[config.mk]
export PLATFORM = sky130hd
export DESIGN_NAME = ple_cell
export DESIGN_NICKNAME = d
export VERILOG_FILES = /design/src/hw/rtl/positional_list_engine_unit_macros.svh /design/src/hw/rtl/ple_pkg.sv /design/src/hw/rtl/ple_cell.sv
export SDC_FILE = /design/constraint.sdc
export NUM_CORES = 1
export LEC_CHECK = 0
export BUFFER_PORTS_ARGS = -buffer_cell sky130_fd_sc_hd__buf_2
export CAP_MARGIN = 20
export CORE_MARGIN = 8
export CORE_UTILIZATION = 40
export CTS_CLUSTER_SIZE = 16
export DETAILED_ROUTE_END_ITERATION = 10
export GPL_TIMING_DRIVEN = 1
export PLACE_DENSITY = 0.77
export SLEW_MARGIN = 20
export SYNTH_ARGS = -nofsm -noshare
export SYNTH_HDL_FRONTEND = slang
export SYNTH_SLANG_ARGS = --single-unit
[constraint.sdc]
create_clock -name clk_i -period 5.4 [get_ports clk_i]
set_clock_uncertainty 0.15 [all_clocks]
set_input_delay 0.27 -clock clk_i [delete_from_list [all_inputs] [get_ports clk_i]]
set_output_delay 0.27 -clock clk_i [all_outputs]
set_load 0.1 [all_outputs]
[src/hw/rtl/positional_list_engine_unit_macros.svh]
// Assertion macros shared by the list engine RTL.
`ifndef POSITIONAL_LIST_ENGINE_UNIT_MACROS_SVH
`define POSITIONAL_LIST_ENGINE_UNIT_MACROS_SVH

// A property that must hold at every clock edge outside reset.
`define PLE_ASSERT(lbl, clk, rstn, prop, msg) \
  lbl: assert property (@(posedge clk) disable iff (!rstn) (prop)) else $error(msg);

// An implication whose consequent is checked in the next cycle.
`define PLE_ASSERT_NEXT(lbl, clk, rstn, ante, cons, msg) \
  lbl: assert property (@(posedge clk) disable iff (!rstn) (ante) |=> (cons)) else $error(msg);

`endif

[src/hw/rtl/ple_pkg.sv]
package ple_pkg;

  localparam int unsigned LIST_DEPTH = 64;
  localparam int unsigned DATA_W     = 32;
  localparam int unsigned POS_W      = 7;
  localparam int unsigned KIND_W     = 2;
  // Wide enough for an entry count of the largest supported depth (4096).
  localparam int unsigned LIST_CNT_W = 13;

  typedef enum logic [KIND_W-1:0] {
    KIND_GET    = 2'd0,
    KIND_INSERT = 2'd1,
    KIND_DELETE = 2'd2,
    KIND_FIND   = 2'd3
  } kind_e;

  typedef struct packed {
    kind_e                    kind;
    logic [POS_W-1:0]         position;
    logic signed [DATA_W-1:0] value;
  } ple_cmd_t;

  typedef struct packed {
    logic                     ok;
    logic signed [DATA_W-1:0] read_value;
    logic [POS_W-1:0]         found_position;
    logic [POS_W-1:0]         entry_count;
    logic                     empty_res;
  } ple_res_t;

  // Broadcast from the controller to every cell.
  typedef struct packed {
    logic                     insert;
    logic                     remove;
    logic                     scan_get;
    logic                     scan_find;
    logic [POS_W-1:0]         position;
    logic [LIST_CNT_W-1:0]    count;
    logic signed [DATA_W-1:0] value;
  } ple_ctrl_t;

  // Search token that walks down the chain, one cell per cycle.
  typedef struct packed {
    logic                     valid;
    logic                     hit;
    logic [POS_W-1:0]         slot;
    logic signed [DATA_W-1:0] data;
  } ple_carry_t;

endpackage

[src/hw/rtl/ple_cell.sv]
module ple_cell import ple_pkg::*; #(
  parameter int unsigned IDX = 0
) (
  input  logic                     clk_i,
  input  logic                     rst_ni,
  input  ple_ctrl_t                ctrl_i,
  input  logic signed [DATA_W-1:0] left_i,
  input  logic signed [DATA_W-1:0] right_i,
  output logic signed [DATA_W-1:0] data_o,
  input  ple_carry_t               carry_i,
  output ple_carry_t               carry_o
);

  // One-based list position held by this cell.
  localparam logic [LIST_CNT_W-1:0] SLOT = LIST_CNT_W'(IDX + 1);

  logic signed [DATA_W-1:0] data_q, data_d;
  ple_carry_t               carry_q, carry_d;
  logic [LIST_CNT_W-1:0]    pos_x;
  logic                     match;

  assign pos_x = LIST_CNT_W'(ctrl_i.position);

  always_comb begin
    data_d = data_q;
    if (ctrl_i.insert) begin
      if (SLOT == pos_x) begin
        data_d = ctrl_i.value;
      end else if (SLOT > pos_x) begin
        data_d = left_i;
      end
    end else if (ctrl_i.remove && (SLOT >= pos_x)) begin
      data_d = right_i;
    end
  end

  assign match = (ctrl_i.scan_get && (SLOT == pos_x)) ||
                 (ctrl_i.scan_find && (data_q == ctrl_i.value) && (SLOT <= ctrl_i.count));

  always_comb begin
    carry_d = carry_i;
    if (carry_i.valid && !carry_i.hit && match) begin
      carry_d.hit  = 1'b1;
      carry_d.slot = POS_W'(IDX + 1);
      carry_d.data = data_q;
    end
  end

  always_ff @(posedge clk_i) begin
    data_q <= data_d;
  end

  always_ff @(posedge clk_i or negedge rst_ni) begin
    if (!rst_ni) begin
      carry_q <= '0;
    end else begin
      carry_q <= carry_d;
    end
  end

  assign data_o  = data_q;
  assign carry_o = carry_q;

endmodule
After elaboration in Yosys (flattened, before gate mapping)
Index checks and enable logic that the tools add are counted.

cells by class
  $lt $le $gt $ge = 3
  equal/unequal tests = 3
  reductions and logical operators = 10
  muxes and demuxes = 5

operator list
  cell                                                                   count
  32-bit 2-to-1 mux                                                      4
  40-bit 2-to-1 mux                                                      1
  32-bit == test                                                         1
  1-bit by 13-bit <= comparator with 1-bit output, first input constant  1
  1-bit by 7-bit == test with 1-bit output, first input constant         1
  1-bit by 7-bit >= comparator with 1-bit output, first input constant   1
  1-bit by 7-bit > comparator with 1-bit output, first input constant    1
  1-bit logical AND                                                      6
  3-bit by 1-bit != test with 1-bit output, second input constant        1
  2-bit AND reduction                                                    1
  2-bit nonzero test                                                     1
  1-bit zero test                                                        1
  1-bit logical OR                                                       1

word-level totals
  output and inout bits = 73
  register bits after elaboration = 73
  bits of input ports = 163
  word-level logic and storage cells = 26

Depth between registers and ports, before layout
  depth after elaboration = 6
  depth in mapped cells = 7
  depth with buffers taken out = 5

Least setup slack after synthesis
No wires, ideal clock.

  path kind = in2reg
  start point = input port ctrl_i[51] (netlist name)
  end point = register data_q[0], in the netlist data_o[0], enable pin
  arrival time = 3.074 ns
  path slack = 1.715 ns
  buffers on the path = 0
  data required time = 4.789 ns
  setup time = 0.461 ns
  stages = 2
  path through = or4_4 > nor3_1

on the way
  cells in the longest elaborated chain, start to end = 4
  elaborated cells between the ends (all ways) = 7
  classes of those cells = 2 x order compare; 2 x eq/ne; 3 x reduce/logical

ends and longest elaborated chain
  item                                            line            text
  start: declaration                              ple_cell.sv:6   input ple_ctrl_t ctrl_i,
  1-bit by 7-bit >= comparator with 1-bit output  ple_cell.sv:32  end else if (ctrl_i.remove && (SLOT >= pos_x)) begin
  1-bit logical AND                               ple_cell.sv:32
  2-bit nonzero test (no line)                    -
  2-bit AND reduction (no line) (*)               -
  end signal: assignment                          ple_cell.sv:50  data_q <= data_d;
  end: declaration                                ple_cell.sv:17  logic signed [DATA_W-1:0] data_q, data_d;

Every way passes the cells marked *; elsewhere a longest branch is shown, timed or not.
A chain may end at the register's enable or synchronous reset.

==> results list <==
- The final max-slew violation count was 0.
- Share of total power in combinational logic: 23.8%
- The tool flagged a number of max-cap violations equal to 0.
- The setup path with the least slack is of type register to register.
- The finished cells cover 5250 sq um.
- I/O pins: 236
- Die width: 110 um
- Counting instances, the worst hold path has a depth of 2.
- CTS tree: built
* Largest net degree at the start of global routing: 66
- The synthesized design contains 73 register bits.
- The slowest stage of the critical path belongs to the cell nor4_1.
- Total wire length: 12.1 mm
* H-tree lvl count: 3
- Weighted congestion reported at the end of routability-driven placement: 0.869
- Initial Utilization: 40.9%
- Clock-pin slew was measured on the worst setup and hold paths at 70 ps.
- The final hold violation count was 0.
- The worst hold path terminates at carry_o[4].
- IR analysis of the VDD net gives a maximum drop of 0.000111 V.
- The synthesized netlist occupies a cell area of 3550 sq um.
* Critical path, cell by cell: xnor2_1 > nand3_1 > nor4_1 > a41oi_4 > buf_4 > mux2_4
* Sequential fraction of design power: 46.5%
- On the worst path, the slowest cell contributes a delay of 690 ps.
- For flop-to-flop paths, the worst setup slack is 2610 ps.
- Of the cells placed in the final design, the portion with a size suffix greater than 1 is 52.8%.
- Synthesized Nets: 449
- Together, buffers and inverters on the worst path number 1.
* Critical path arrival: 2860 ps
- In the final routed layout, each cell accounts on average for 18.5 um.
* Kind of start point of the critical path: register
* Worst min path class: input port to register
* Setup repair after global routing missed its margin: no
- The synthesized netlist devotes 7.90% of its cell area to XOR and XNOR gates.
- FP Rows: 34
- Pin slew with the least headroom to its limit: 1040 ps
- Status: finished clean
* Total core area: 8680 sq um
- Synth Area in Adders: 0%
* Average instance area after synthesis: 12.4 sq um
* Die area: 12100 sq um
* Most common library cell in the layout ignoring fill and taps: buf_2
* Distinct cell type count of the synthesized netlist: 27
- Count of yosys warnings during synthesis: 0
- Vias in the first global route: 3608
- Total routing resource utilization after global routing: 19.3%
- Compared with the post-synthesis result, the final layout area differs by 47.8%.
- Post-route clock period utilization: 51.7%
* Dominant combinational cell family by area after synthesis: multiplexers
* P_leak: 2.62 nW
* FF-to-FF End: carry_o[29]
* Overall via count from detail_route: 3188
- Antenna violations before repair: 0
- Internal power: 0.892 mW
- Antenna diode count: 0
- Subtracting the final worst setup slack from the clock period gives 2790 ps.
- R2R Path Start: data_o[10]
- Clock Path Buffers: 2
- The worst pin sits at a relative slew slack of 30.6%.
- The kind of cell with the highest combined delay along the critical path is simple AND/OR/NAND/NOR gates.
- Synth Area in Compound Gates: 5.15%
* Number of cells traversed by the worst register-to-register path: 6
* Multiplexer share of the synthesized area: 19.5%
- Sum of negative setup slack: 0 ps
- Synth area leaders: dfrtp_1 29%, edfxtp_1 27%, mux2_2 9.2%, mux2i_1 9.0%, xnor2_1 7.9%
- Dominant cell type by area after synthesis: dfrtp_1
* Hold_sp: carry_i[4]
- For this design, the sink count on the clock tree is 73.
- Once detail routing completed, the nets flagged for antenna violations numbered 0.
- The top cell type by area accounts for 28.9% of the synthesized area.
* Drt pass-1 iters: 4
- In the final design database the tool counted 707 nets.
* Area after DPL: 4830 sq um
* Peak Freq: 0.358 GHz
- Data required time at the worst endpoint: 5460 ps
* Vertical extent of the die: 110 um
* Fillers: 747
- The first global-routing pass estimated 17.9 mm of wire.
* Sort of element at the end of the critical path: register
- Summed over all layers, the global routing overflow is 0.
- Cells after synthesis: 286
- Maximum fanout count along the critical path: 29
* Number of setup violations in the final report: 0
* Insertion delay to the later sink of the worst-skew pair: 350 ps
- Clock buffers created by TritonCTS: 9
- Dividing total power by cell area gives a power density of 249 nW/um^2.
- Net switching is 31.6% of the power.
- Most used cells in the layout excluding fill and tap cells: 235 x buf_2, 41 x dfrtp_1, 36 x nor2_1
- For this block, the initial DRC count from the detailed router was 94.
- Clock tree root driver cell: clkbuf_8
- Per report_power, the clock group accounts for 29.6% of the total.
- Average via count per standard cell: 4.85
- Summing the areas of all and, or, nand and nor instances in the mapped netlist gives 8.96% of the synthesized area.
* Total of buffers placed on input and output ports: 235
* # DRC: 0
- For this run, the register share of the synthesized area comes to 56.0%.
- Reported net switching power: 0.412 mW
* Dpl hpwl: 9.60 mm
## power groups by stage
stage,combinational (mW),clock (mW),sequential [mW]
after global routing,0.329,0.420,0.608
after global placement,0.293,0,0.617
after detailed placement,0.298,0,0.618
final,0.311,0.386,0.607
after CTS,0.310,0.395,0.607
after floorplan,0.0580,0,0.752
## repair_timing
action | 4_1_cts | 5_1_grt
setup buffers | 0 | 0
hold endpoints to repair | 60 | 4
gates resized for setup | 0 | 0
hold buffers | 20 | 4
## registers in the layout, summed over array words and instances (netlist names)
| signal | flops |
|---|---|
| carry_o | 41 |
| data_o | 32 |
## area by class of cell
class                      count  area (sq um)  share of cell area [%]
clock buffer                  13           159                    3.03
clock inverter                 3          17.5                   0.334
inverter                       3          11.3                   0.215
multi-input combinational    195          1500                    28.5
sequential                    73          1990                    37.9
tap                          108           135                    2.58
timing repair buffer         262          1440                    27.4
## worst max path at each step
stage,startpoint,end,slack [ps],cells after the start
after floorplan,ctrl_i[51],data_o[0],1720,2
after global placement,data_o[10],carry_o[31],2490,6
after detailed placement,data_o[10],carry_o[31],2480,6
after CTS,data_o[10],carry_o[29],2470,6
after global routing,data_o[10],carry_o[29],2440,6
final,data_o[10],carry_o[29],2610,6
## stage by stage
| stage | power (mW) | hold WS [ps] | setup WS (ps) | utilization [%] | instances |
|---|---|---|---|---|---|
| 2_1_floorplan | 0.810 | -176 | 1720 | - | 286 |
| 3_3_place_gp | 0.911 | 255 | 2490 | 55.7 | 617 |
| 3_5_place_dp | 0.916 | 251 | 2480 | 55.7 | 617 |
| 4_1_cts | 1.31 | 0.724 | 2470 | 60.0 | 653 |
| 5_1_grt | 1.36 | 7.78 | 2440 | 60.5 | 657 |
| 6_report | 1.30 | 25.3 | 2610 | 60.5 | 657 |
## worst register-to-register path: stages (launching register included)
cell and delay, ps:
edfxtp_1 430, xnor2_1 250, nand3_1 120, nor4_1 690
a41oi_4 340, buf_4 370, mux2_4 340
## per-layer routing
layer	vias up	wire, um	GRT usage, %
met4	0	242	7.71
met5	-	0	0
met1	1500	4670	22.4
met3	20	931	4.48
met2	134	6310	33.8
li1	1534	-	-
## synth_stat cells, drive strengths merged
master	count
a21oi	32
mux2	32
and2	7
o21bai	1
nor2	36
xnor2	32
buf	7
nor3	2
inv	3
clkbuf	8
nand2	1
and4	1
a41oi	1
or4	1
or2	1
nand4	7
or3	1
nand3	1
edfxtp	32
mux2i	32
nor4	5
a31oi	1
dfrtp	41
nand2b	1
## kinds of logic (layout without fill, tap and decap cells)
kind of cell           after synthesis  in the layout
buffers and inverters               18            281
XOR/XNOR                            32             32
AND/OR/NAND/NOR                     64             64
AO/OA/AOI/OAI                       35             35
multiplexers                        64             64
flip-flops                          73             73
No activity file was read; power rests on OpenSTA's default activity.
